===== config.mk =====
export PLATFORM = sky130hd
export DESIGN_NAME = gcm_queue
export DESIGN_NICKNAME = d
export VERILOG_FILES = /design/src/rtl/gcm_pkg.sv /design/src/rtl/gcm_queue.sv
export SDC_FILE = /design/constraint.sdc
export NUM_CORES = 1
export LEC_CHECK = 0
export BUFFER_PORTS_ARGS = -buffer_cell sky130_fd_sc_hd__buf_2
export CORE_ASPECT_RATIO = 0.7
export CORE_UTILIZATION = 30
export CTS_CLUSTER_SIZE = 16
export DETAILED_ROUTE_END_ITERATION = 6
export PLACE_DENSITY_LB_ADDON = 0.1
export SLEW_MARGIN = 20
export SYNTH_ARGS = -nofsm -noshare
export SYNTH_HDL_FRONTEND = slang
export SYNTH_SLANG_ARGS = --single-unit

===== constraint.sdc =====
create_clock -name clk -period 7.5 [get_ports clk]
set_clock_uncertainty 0.1 [all_clocks]
set_input_delay 0.375 -clock clk [delete_from_list [all_inputs] [get_ports clk]]
set_output_delay 0.375 -clock clk [all_outputs]
set_load 0.01 [all_outputs]

===== src/rtl/gcm_pkg.sv =====
// ============================================================================
// gcm_pkg
// Shared types and constants for the gradient colour map.
// ============================================================================
package gcm_pkg;

    // One packed stop; position sits in the top 16 bits.
    typedef struct packed {
        logic [15:0] pos;
        logic [15:0] red;
        logic [15:0] green;
        logic [15:0] blue;
    } stop_t;

    // Classified word passed from the front end to the arithmetic back end.
    typedef struct packed {
        logic             in_range;
        logic [15:0]      span;
        logic [15:0]      offset;
        logic [2:0][15:0] cl;
        logic [2:0][15:0] cr;
    } work_t;

    // Configuration register indexes.
    localparam logic [2:0] REG_STOP_COUNT = 3'd0;
    localparam logic [2:0] REG_STOP_FIRST = 3'd1;

    // Reset contents of the stop registers.
    localparam logic [2:0]  STOP_COUNT_RESET = 3'd2;
    localparam logic [63:0] STOP0_RESET      = 64'h0000_0000_0000_0000;
    localparam logic [63:0] STOP1_RESET      = 64'h8000_8000_8000_8000;
    localparam logic [63:0] STOPN_RESET      = 64'h0000_0000_0000_0000;

    localparam logic [7:0] CHAN_MAX = 8'hFF;

endpackage


===== src/rtl/gcm_queue.sv =====
// ============================================================================
// gcm_queue
// Four-entry queue decoupling the front end from the back end.
// ============================================================================
module gcm_queue (
    input  logic           clk,
    input  logic           rst_n,
    input  logic           push,
    input  gcm_pkg::work_t push_data,
    output logic           full,
    input  logic           pop,
    output logic           empty,
    output gcm_pkg::work_t head
);
    import gcm_pkg::*;

    work_t      mem [4];
    logic [1:0] wr_ptr_reg, wr_ptr_next;
    logic [1:0] rd_ptr_reg, rd_ptr_next;
    logic [2:0] count_reg, count_next;

    assign full  = (count_reg == 3'd4);
    assign empty = (count_reg == 3'd0);
    assign head  = mem[rd_ptr_reg];

    // Pointer and fill-count update.
    always_comb
    begin
        wr_ptr_next = push ? wr_ptr_reg + 2'd1 : wr_ptr_reg;
        rd_ptr_next = pop  ? rd_ptr_reg + 2'd1 : rd_ptr_reg;
        count_next  = count_reg + 3'(push) - 3'(pop);
    end

    always_ff @(posedge clk or negedge rst_n)
    begin
        if (!rst_n)
        begin
            wr_ptr_reg <= '0;
            rd_ptr_reg <= '0;
            count_reg  <= '0;
        end
        else
        begin
            wr_ptr_reg <= wr_ptr_next;
            rd_ptr_reg <= rd_ptr_next;
            count_reg  <= count_next;
        end
    end

    // Storage.
    always_ff @(posedge clk)
    begin
        if (push)
            mem[wr_ptr_reg] <= push_data;
    end

endmodule


==> metrics <==
outcome=completed; total CTS buffers=54; met1 track demand over resource=between 10% and 20%; Detailed Place HPWL=~22000 um; Total Power=9.09 mW; chip height=approximately 210 um; RePlAce Congestion=0.665; vias in the first global route=9819; Residual DRC=0; grt total ovfl=0; Starting Density=30.6%; WHS=0.0881 ns; post-route cell area=24200 sq um; first-pass GRT wire length=61100 um; Static Leak=~8 nW; grt met2 use=20.7%; Data arrival, critical path=3.07 ns; remaining antenna violation count after routing=0; H-tree depth=2; Yosys cell types=18; crit-path max FO=101; via count=8826; DR iter-0 viols=478; largest net degree at the start of global routing=102; final count of pins violating max slew=0; die width=around 300 um; #FFs+latches synth=523; Die Area=64400 sq um; slew margin rel.=36.8%; Clk pin slew, worst setup/hold paths=0.06 ns; sequential fraction of the synthesis area=82.5%; crit start category=flop; GRT busiest layer=met2; Fin. Hold Viols=0; Hold-fix buffers, CTS=132; r2r setup slk=4.83 ns; Peak VDD IR=0.271 mV; area grow syn2layout=27.5%; I/O Buffers=between 200 and 300; # rows=76; GR Layer Usage met3=about 3.6%; # Post-CTS Setup Buffers=0; # fillers=5635; Setup crit end kind=output pin; aggregate routed wire length=40600 um; DR pass1 iterations=6; pwr/cell area=375 nW/um^2; GR Util All Layers=about 13%; Avg WL per Cell=20.3 um; leading area contributor after synthesis=edfxtp_1; Placed Area=21200 sq um; fin crit period=3.55 ns; Clock Latency Late Sink=0.58 ns; core area=62100 sq um; Resize count post-CTS=0; Final Cycle Share=47.3%; Ports=264; worst setup margin=3.95 ns; post-synthesis instance area=19000 sq um; Hold WC Path Type=in2async; Highest Clock Rate=0.282 GHz; final-stage net count=1281; synth top area cells=edfxtp_1 (82%), mux4_2 (15%), dfrtp_1 (0.92%); RSZ-0062 raised after global routing=no; critical path class=reg2out; layout cell share with drive strength beyond 1=40.7%; Yosys warning count=0; max reg flops=516; setup TNS=0 ns; initial antenna violation count=3; vias per cell=4.41; Worst-Margin Slew=0.949 ns; Syn Inst Count=708; clock root buffer=clkbuf_16; Yosys top cell area share=81.6%; endpoints failing setup=0; DP Worst Slack=4.42 ns; clock sinks=523; Clock Tree Buf Depth=3; Max-Cap Viols=0; Critical Path RT=7.03 ns; Mean Syn Cell Area=26.8 sq um; Post-Syn Nets=848; CTS tree=yes
worst paths after layout:
path,from,endpoint,cells after the start
setup / recovery,rd_ptr_reg[0],head[103],3
hold / removal,rst_n,wr_ptr_reg[0],2
hold reg to reg,wr_ptr_reg[0],wr_ptr_reg[0],1
min in group clk,wr_ptr_reg[0],wr_ptr_reg[0],1
max in group asynchronous,rst_n,rd_ptr_reg[1],2
setup reg to reg,wr_ptr_reg[0],mem[0][56],4
cell usage in the layout, fill, tap and decap left out, drive strengths merged:
cell type	Yosys	layout
nor3	1	1
fa	1	1
dlygate4sd3	0	132
edfxtp	516	516
mux4	129	129
xnor2	3	3
and3	1	1
ha	6	6
clkinv	0	30
bufinv	0	3
nand2	2	2
diode	0	2
buf	28	274
dfrtp	7	7
inv	6	6
clkbuf	1	63
xor2	2	2
o21ai	1	1
and2	4	4
cells by family (layout without fill, tap and decap cells):
group,after synthesis,count (layout),share of synthesized area [%]
buf+inv,35,508,1.24
fa+ha+maj,7,7,0.500
other cells,0,2,0
simple gates,8,8,0.230
xor+xnor,5,5,0.231
mux,129,129,15.3
compound gates,1,1,0.0263
flops,523,523,82.5
per-stage QoR:
step / std cells / utilization [%]
detailed placement: 1772 / 34.2
floorplan: 708 / -
CTS: 2000 / 39.0
global route: 2002 / 39.0
finish: 2002 / 39.0
global placement: 1772 / 34.2
power breakdown:
part           internal, mW  total, mW  switching [mW]
clock                  1.47       2.54            1.08
combinational          1.15       2.50            1.35
sequential             3.83       4.05           0.221
total                  6.44       9.09            2.64
cell type report:
class / count / area (sq um) / area share, %
flip-flops and latches: 523 / 15700 / 64.7
multi-input cells: 150 / 3100 / 12.8
repair buffers: 406 / 2730 / 11.3
clock buffers: 63 / 1450 / 5.98
well taps: 819 / 1020 / 4.23
clock inverters: 33 / 218 / 0.898
inverters: 6 / 22.5 / 0.0929
diodes: 2 / 5.00 / 0.0207
metal layers:
metal  vias to the layer above  routed length [um]
met5                         -                  12
met4                         2                 797
met3                        62                2340
met2                       195               19800
met1                      4635               17600
li1                       3932                   -
cells in the mapped netlist:
cell and count:
and2_1 4, and3_1 1, buf_1 3, buf_2 12, buf_4 2, buf_6 11
clkbuf_1 1, dfrtp_1 7, edfxtp_1 516, fa_1 1, ha_1 6, inv_1 6
mux4_2 129, nand2_1 2, nor3_1 1, o21ai_0 1, xnor2_1 3, xor2_1 2
worst max-delay path, stage by stage (launching register included):
cell     delay, ns
dfrtp_4       0.85
buf_12        0.75
mux4_2        0.62
buf_2         0.16
No activity file was read; power rests on OpenSTA's default activity.
