<file path="config.mk">
export PLATFORM = sky130hd
export DESIGN_NAME = gcm_front
export DESIGN_NICKNAME = d
export VERILOG_FILES = /design/src/rtl/gcm_pkg.sv /design/src/rtl/gcm_front.sv
export SDC_FILE = /design/constraint.sdc
export NUM_CORES = 1
export LEC_CHECK = 0
export ABC_CLOCK_PERIOD_IN_PS = 9500
export BUFFER_PORTS_ARGS = -buffer_cell sky130_fd_sc_hd__buf_2
export CORE_AREA = 8 8 229 231
export DETAILED_ROUTE_END_ITERATION = 16
export DIE_AREA = 0 0 237 239
export GPL_ROUTABILITY_DRIVEN = 0
export PLACE_DENSITY_LB_ADDON = 0.15
export SYNTH_ARGS = -nofsm -noshare
export SYNTH_HDL_FRONTEND = slang
export SYNTH_SLANG_ARGS = --single-unit
</file>
<file path="constraint.sdc">
create_clock -name vclk -period 9.5
set_clock_uncertainty 0.15 [all_clocks]
set_input_delay 0.95 -clock vclk [all_inputs]
set_output_delay 0.95 -clock vclk [all_outputs]
set_load 0.005 [all_outputs]
</file>
<file path="src/rtl/gcm_pkg.sv">
// ============================================================================
// gcm_pkg
// Shared types and constants for the gradient colour map.
// ============================================================================
package gcm_pkg;

    // One packed stop; position sits in the top 16 bits.
    typedef struct packed {
        logic [15:0] pos;
        logic [15:0] red;
        logic [15:0] green;
        logic [15:0] blue;
    } stop_t;

    // Classified word passed from the front end to the arithmetic back end.
    typedef struct packed {
        logic             in_range;
        logic [15:0]      span;
        logic [15:0]      offset;
        logic [2:0][15:0] cl;
        logic [2:0][15:0] cr;
    } work_t;

    // Configuration register indexes.
    localparam logic [2:0] REG_STOP_COUNT = 3'd0;
    localparam logic [2:0] REG_STOP_FIRST = 3'd1;

    // Reset contents of the stop registers.
    localparam logic [2:0]  STOP_COUNT_RESET = 3'd2;
    localparam logic [63:0] STOP0_RESET      = 64'h0000_0000_0000_0000;
    localparam logic [63:0] STOP1_RESET      = 64'h8000_8000_8000_8000;
    localparam logic [63:0] STOPN_RESET      = 64'h0000_0000_0000_0000;

    localparam logic [7:0] CHAN_MAX = 8'hFF;

endpackage

</file>
<file path="src/rtl/gcm_front.sv">
// ============================================================================
// gcm_front
// Finds the first stop pair that brackets the position and gathers its data.
// ============================================================================
module gcm_front #(
    parameter int MAX_STOPS = 7
) (
    input  logic [15:0]                    position,
    input  logic [2:0]                     stop_count,
    input  gcm_pkg::stop_t [MAX_STOPS-1:0] stops,
    output gcm_pkg::work_t                 work
);
    import gcm_pkg::*;

    localparam int PAIRS = MAX_STOPS - 1;
    localparam int SW    = $clog2(PAIRS + 1);

    logic [2:0]         n_eff;
    logic [PAIRS-1:0]   hit;
    logic [SW-1:0]      sel;
    logic               any_hit;
    stop_t              left;
    stop_t              right;

    // Clamp the stop count to the supported range.
    always_comb
    begin
        if (stop_count < 3'd2)
            n_eff = 3'd2;
        else if (32'(stop_count) > MAX_STOPS)
            n_eff = 3'(MAX_STOPS);
        else
            n_eff = stop_count;
    end

    // Bracket test for every adjacent pair in parallel.
    always_comb
    begin
        for (int i = 0; i < PAIRS; i++)
        begin
            hit[i] = (32'(i + 1) < 32'(n_eff)) &&
                     (stops[i].pos <= position) && (position <= stops[i+1].pos);
        end
    end

    // The lowest bracketing pair wins.
    always_comb
    begin
        sel     = '0;
        any_hit = 1'b0;
        for (int i = PAIRS - 1; i >= 0; i--)
        begin
            if (hit[i])
            begin
                sel     = SW'(i);
                any_hit = 1'b1;
            end
        end
        left  = stops[sel];
        right = stops[SW'(sel + SW'(1))];
    end

    // A zero span behaves like a unit span at distance zero.
    always_comb
    begin
        work = '0;
        work.span = 16'd1;
        if (any_hit)
        begin
            work.in_range = 1'b1;
            if (right.pos != left.pos)
            begin
                work.span   = right.pos - left.pos;
                work.offset = position - left.pos;
            end
            work.cl[0] = left.red;
            work.cl[1] = left.green;
            work.cl[2] = left.blue;
            work.cr[0] = right.red;
            work.cr[1] = right.green;
            work.cr[2] = right.blue;
        end
    end

endmodule

</file>
==> metrics.txt, run 1 <==
outcome finished clean; first-pass GRT wire length 99500 um; Initial DRC Count 1132; Final period util 0.927; Syn-to-layout area delta 29.8%; RSZ-0062 raised after global routing false; Slew headroom 0.274; Pwr Total 1.87 mW; Final nets 2913; Hold Path Depth 6; Core ar. 48500 um^2; post-synthesis sequential area ratio 0; post-synthesis compound-gate area fraction 0.239; post-synthesis xor/xnor area fraction 0.0201; crit-path max cell delay 0.55 ns; post-CTS setup buffer count 0; Final TNS setup 0 ns; Seq cells 0; I/O pin count 596; Antenna Nets Post-Route 0; max capacitance violation total 0; startpoint types input port; Layout clock buffers 0; routed length per placed instance 23.2 um; PostCTS Resize Cnt 0; initial antenna violation count 22; Synthesized Nets 2425; die area 56600 um^2; row count 81; Static Leakage 7.47 nW; Max Fclk 0.114 GHz; Vias 15700; Slew Limit Fails 0; largest area contributor in the netlist ha_1; Avg Inst Size Synth 6.45 um^2; final setup fails 0; minimum clock period 8.80 ns; yosys warns 0; beginning of the critical path position[6]; Area contributors post-synth ha_1, mux4_2, nand2_1; All-Layer GR Usage 0.223; Starting Density 0.241; main combinational cell family by area after synthesis simple AND/OR/NAND/NOR gates; fraction of layout cells with a size suffix above 1 0.325; Mapped Area 11700 um^2; Setup crit end kind primary output; hold_buf cts 0; die width 237 um; number of remaining DRC errors 0; final hold viol count 0; FF/Latch Area 0 um^2; DRT Pass-1 Iters 5; overflow left after global routing 0; Vias/cell 5.36; slowest library cell on the worst path or4b_4; WP data required 8.40 ns; commonest non-fill, non-tap cells in the layout buf_2, nand2_1, a21oi_1; Synth Area in Simple Gates 0.304; Yosys cell types 87; multiplexer share of the synthesized area 0.205; commonest non-fill, non-tap cell in the layout buf_2; die height 239 um; Cells after Synth 1813; Slew @ Worst Pin 1.09 ns; Hold Crit Class in2out; wirelength, routed 68000 um; Yosys top cell area share 0.154; cell area power density 124 nW/um^2; vias in the first global route 15600; number of port buffers 596; largest net degree at the start of global routing 85; crit-path max FO 16; kind of critical path in2out; Synth Area in Adders 0.158; VDD IR max 0.0000641 V; crit path DAT 7.70 ns; min-delay src stops[420]; post-DP HPWL 56700 um
-- per-layer routing --
layer	wire [um]	track usage
met5	63	0
met4	2010	0.0567
met3	4150	0.0345
met2	34200	0.401
met1	27600	0.274
-- cell usage after synthesis, types with 3 or more instances --
| cell | count |
|---|---|
| a221o_1 | 3 |
| and3_1 | 8 |
| o21bai_1 | 11 |
| a21o_1 | 17 |
| a211oi_1 | 6 |
| nor2b_1 | 8 |
| mux4_2 | 78 |
| o211ai_1 | 53 |
| clkbuf_1 | 81 |
| o21ai_0 | 124 |
| a2bb2oi_1 | 3 |
| and2_1 | 6 |
| buf_2 | 26 |
| o21ai_1 | 6 |
| a21oi_1 | 190 |
| or4_1 | 3 |
| buf_6 | 3 |
| ha_1 | 144 |
| nand2_1 | 458 |
| a31oi_1 | 4 |
| o31ai_2 | 4 |
| nor4_1 | 5 |
| nor3_1 | 14 |
| nand4_1 | 21 |
| mux2i_1 | 63 |
| nor2_1 | 159 |
| buf_1 | 19 |
| xnor2_1 | 17 |
| inv_1 | 78 |
| or2_2 | 3 |
| a221oi_1 | 4 |
| xor2_1 | 8 |
| nand3_1 | 122 |
-- worst paths after layout --
kind	to	slack (ns)
setup / recovery	work[126]	0.70
hold / removal	work[4]	2.22
-- logic make-up (layout without fill, tap and decap cells) --
logic type	count (synthesis)	count (layout)
compound gates	456	456
xor+xnor	26	26
fa+ha+maj	147	147
buf+inv	212	698
mux	142	142
other cells	0	14
simple gates	830	830
-- report_power, final --
| group | internal (mW) | switching (mW) | leakage (nW) |
|---|---|---|---|
| Sequential | 0 | 0 | 0 |
| Clock | 0.000000198 | 0 | 0.0000887 |
| Combinational | 0.768 | 1.11 | 7.47 |
| Total | 0.768 | 1.11 | 7.47 |
-- critical path, delay by kind of cell --
family          cells  cell delay, ns
compound gates     17            3.39
fa+ha+maj           4            1.25
simple gates        4            0.95
buf+inv             5            0.66
mux                 1            0.35
xor+xnor            1            0.16
-- stage by stage --
stage,hold WS [ns],worst slack [ns],utilization,cell area (um^2),cells
after floorplan,1.98,0.320,-,11700,1813
after detailed placement,2.21,0.558,0.311,15100,2921
final,2.22,0.696,0.312,15200,2935
after CTS,2.22,0.526,0.311,15100,2921
after global placement,2.21,0.685,0.311,15100,2921
after global routing,2.25,0.0679,0.312,15200,2931
-- cell type report --
cell class	instances	area, um^2
Fill cell	5418	33400
Timing Repair Buffer	617	3140
Multi-Input combinational cell	1601	10900
Inverter	81	319
Antenna cell	14	35.0
Tap cell	622	778
Note: power is estimated with default switching activity, not from simulation.
==> run 2, diff against run 1 <==
==> config.mk (replaced) <==
export PLATFORM = sky130hd
export DESIGN_NAME = gcm_front
export DESIGN_NICKNAME = d
export VERILOG_FILES = /design/src/rtl/gcm_pkg.sv /design/src/rtl/gcm_front.sv
export SDC_FILE = /design/constraint.sdc
export NUM_CORES = 1
export LEC_CHECK = 0
export ABC_CLOCK_PERIOD_IN_PS = 9100
export BUFFER_PORTS_ARGS = -buffer_cell sky130_fd_sc_hd__buf_2
export CORE_AREA = 8 8 226 228
export DETAILED_ROUTE_END_ITERATION = 16
export DIE_AREA = 0 0 234 236
export GPL_ROUTABILITY_DRIVEN = 0
export PLACE_DENSITY_LB_ADDON = 0.15
export SETUP_SLACK_MARGIN = 0.05
export SYNTH_ARGS = -nofsm -noshare
export SYNTH_HDL_FRONTEND = slang
export SYNTH_SLANG_ARGS = --single-unit
==> constraint.sdc (replaced) <==
create_clock -name vclk -period 9.1
set_clock_uncertainty 0.15 [all_clocks]
set_input_delay 0.91 -clock vclk [all_inputs]
set_output_delay 0.91 -clock vclk [all_outputs]
set_load 0.005 [all_outputs]
==> run 2 against run 1 <==
Wire length up 2.4%. Cell count up 0.14%. Clock-buffer cell count unchanged. Utilization up 1.0 points. Flip-flop and latch count unchanged.
==> metrics.txt, run 2 (synthesis gave the netlist of run 1 again) <==
post-DP HPWL 58300 um (+2.8%); final cell count without fillers 2939 (+0.14%); Vias/cell 5.40 (+0.75%); wirelength, routed 69600 um (+2.4%); VDD IR max 0.0000589 V (-8.2%); Filler cells 5335 (-1.5%); Starting Density 0.247 (+0.00610); Slew headroom 0.268 (-0.00628); Vias 15900 (+0.88%); outcome finished clean; RSZ-0062 raised after global routing true; DRT Pass-1 Iters 8 (+3); commonest non-fill, non-tap cells in the layout buf_2, nand2_1, a21oi_1; row count 80 (-1.2%); Setup crit end kind primary output; Initial DRC Count 1176 (+3.9%); FF/Latch Area 0 um^2 (unchanged); multi-input gate area in the final layout 10900 um^2 (+0.28%); min-delay src stops[106]; pre-CTS setup slack 0.292 ns (-0.266 ns); cell area power density 130 nW/um^2 (+5.0%); I/O pin count 596 (unchanged); Slew @ Worst Pin 1.10 ns (+0.00941 ns); overflow left after global routing 0 (unchanged); max capacitance violation total 0 (unchanged); die height 236 um (-1.3%); die width 234 um (-1.3%); WP data required 8.04 ns (-0.36 ns); Final nets 2921 (+0.27%); Core ar. 47300 um^2 (-2.5%); Psw 1.18 mW (+6.4%); final hold viol count 0 (unchanged); final worst slack 0.560 ns (-0.136 ns); initial antenna violation count 31 (+41%); Final period util 0.938; startpoint types input port; Hold Path Depth 6 (unchanged); first-pass GRT wire length 101000 um (+1.3%); minimum clock period 8.54 ns; slowest library cell on the worst path or4b_4; Clk network pwr share 0 (unchanged); final setup fails 0 (unchanged); die area 55200 um^2 (-2.5%); Seq pwr share 0 (unchanged); crit path DAT 7.48 ns (-0.22 ns); Static Leakage 7.52 nW (+0.67%); crit-path max FO 17 (+1); met2 usage 0.418 (+0.0172); Hold Crit Class in2out; Worst Path Buf+Inv 7 (+2); largest net degree at the start of global routing 146 (+72%); Layout Utilization 0.323 (+0.0104); Internal 805 uW (+4.9%); commonest non-fill, non-tap cell in the layout buf_2; CP Depth 35 (+9.4%); All-Layer GR Usage 0.235 (+0.0124); Inst Count DP 2917 (-0.14%); Slew Limit Fails 0 (unchanged); number of port buffers 596 (unchanged); combinational power share 1.000 (about the same); routed length per placed instance 23.7 um (+2.2%); CP delay by family, top compound AO/OA/AOI/OAI gates; met3 Resource Use GR 0.0450 (+0.0105); M1 GR Usage 0.285 (+0.0116); Antenna Nets Post-Route 0 (unchanged); net switching share of the total power 0.594 (+0.00338); hold_buf cts 0 (unchanged); Hold Path End work[58]; Max Fclk 0.117 GHz; Layout clock buffers 0 (unchanged); Syn-to-layout area delta 30.8%; busiest grt layer met2; fraction of layout cells with a size suffix above 1 0.329 (+0.00407); number of remaining DRC errors 0 (unchanged); vias in the first global route 15700 (+0.85%); kind of critical path in2out; Seq cells 0 (unchanged); CP dominant cell by count a21oi_1; crit-path max cell delay 0.54 ns (about the same)
run 2: cell count changes in the layout (fill, tap and decap cells not counted), moves of 2 or more:
cell / previous run / this run
nor4_2: 2 / 4
buf_12: 0 / 2
buf_4: 20 / 26
nor4_1: 5 / 2
diode_2: 14 / 17
o21ai_0: 124 / 122
run 2: worst max path at each step:
stage | endpoint | slack (ns) | startpoint
floorplan | work[126] | 0.13 | position[7]
global placement | work[126] | 0.35 | position[3]
CTS | work[126] | 0.27 | position[3]
finish | work[126] | 0.56 | position[2]
global route | work[127] | -0.003 | position[14]
detailed placement | work[126] | 0.29 | position[3]
run 2: tightest hold or removal path, cell delays in order:
cell     delay, ns
buf_2         0.11
nand2_1       0.05
nand3_1       0.06
o21ai_0       0.07
a21oi_1       0.06
buf_2         0.13
run 2: routing by layer:
metal	wire length, um	vias to the layer above
met3	5390	113
li1	-	7505
met1	27400	7552
met4	1850	20
met2	34900	692
met5	135	-
run 2: power groups by stage:
stage                      Clock (mW)  Combinational [mW]  Sequential [mW]
after floorplan                     0                1.22                0
after global placement              0                1.98                0
after detailed placement            0                1.98                0
after CTS                           0                1.99                0
after global routing      0.000000206                2.17                0
final                     0.000000251                1.98                0
run 2: what timing repair did:
item,CTS,global route
endpoints found under the setup margin,0,2
resized for setup,0,10
setup buffers,0,5
run 2: through the flow:
| step | TNS (ns) | hold WS (ns) | cell area, um^2 | power, mW |
|---|---|---|---|---|
| finish | 0 | 2.14 | 15300 | 1.98 |
| floorplan | 0 | 1.90 | 11700 | 1.22 |
| CTS | 0 | 2.14 | 15200 | 1.99 |
| detailed placement | 0 | 2.14 | 15200 | 1.98 |
| global placement | 0 | 2.14 | 15200 | 1.98 |
| global route | -0.00266 | 2.17 | 15300 | 2.17 |
run 2: final cells by class:
class,count,area share
inverters,81,0.0211
repair buffers,625,0.211
well taps,615,0.0503
multi-input cells,1601,0.715
diodes,17,0.00278
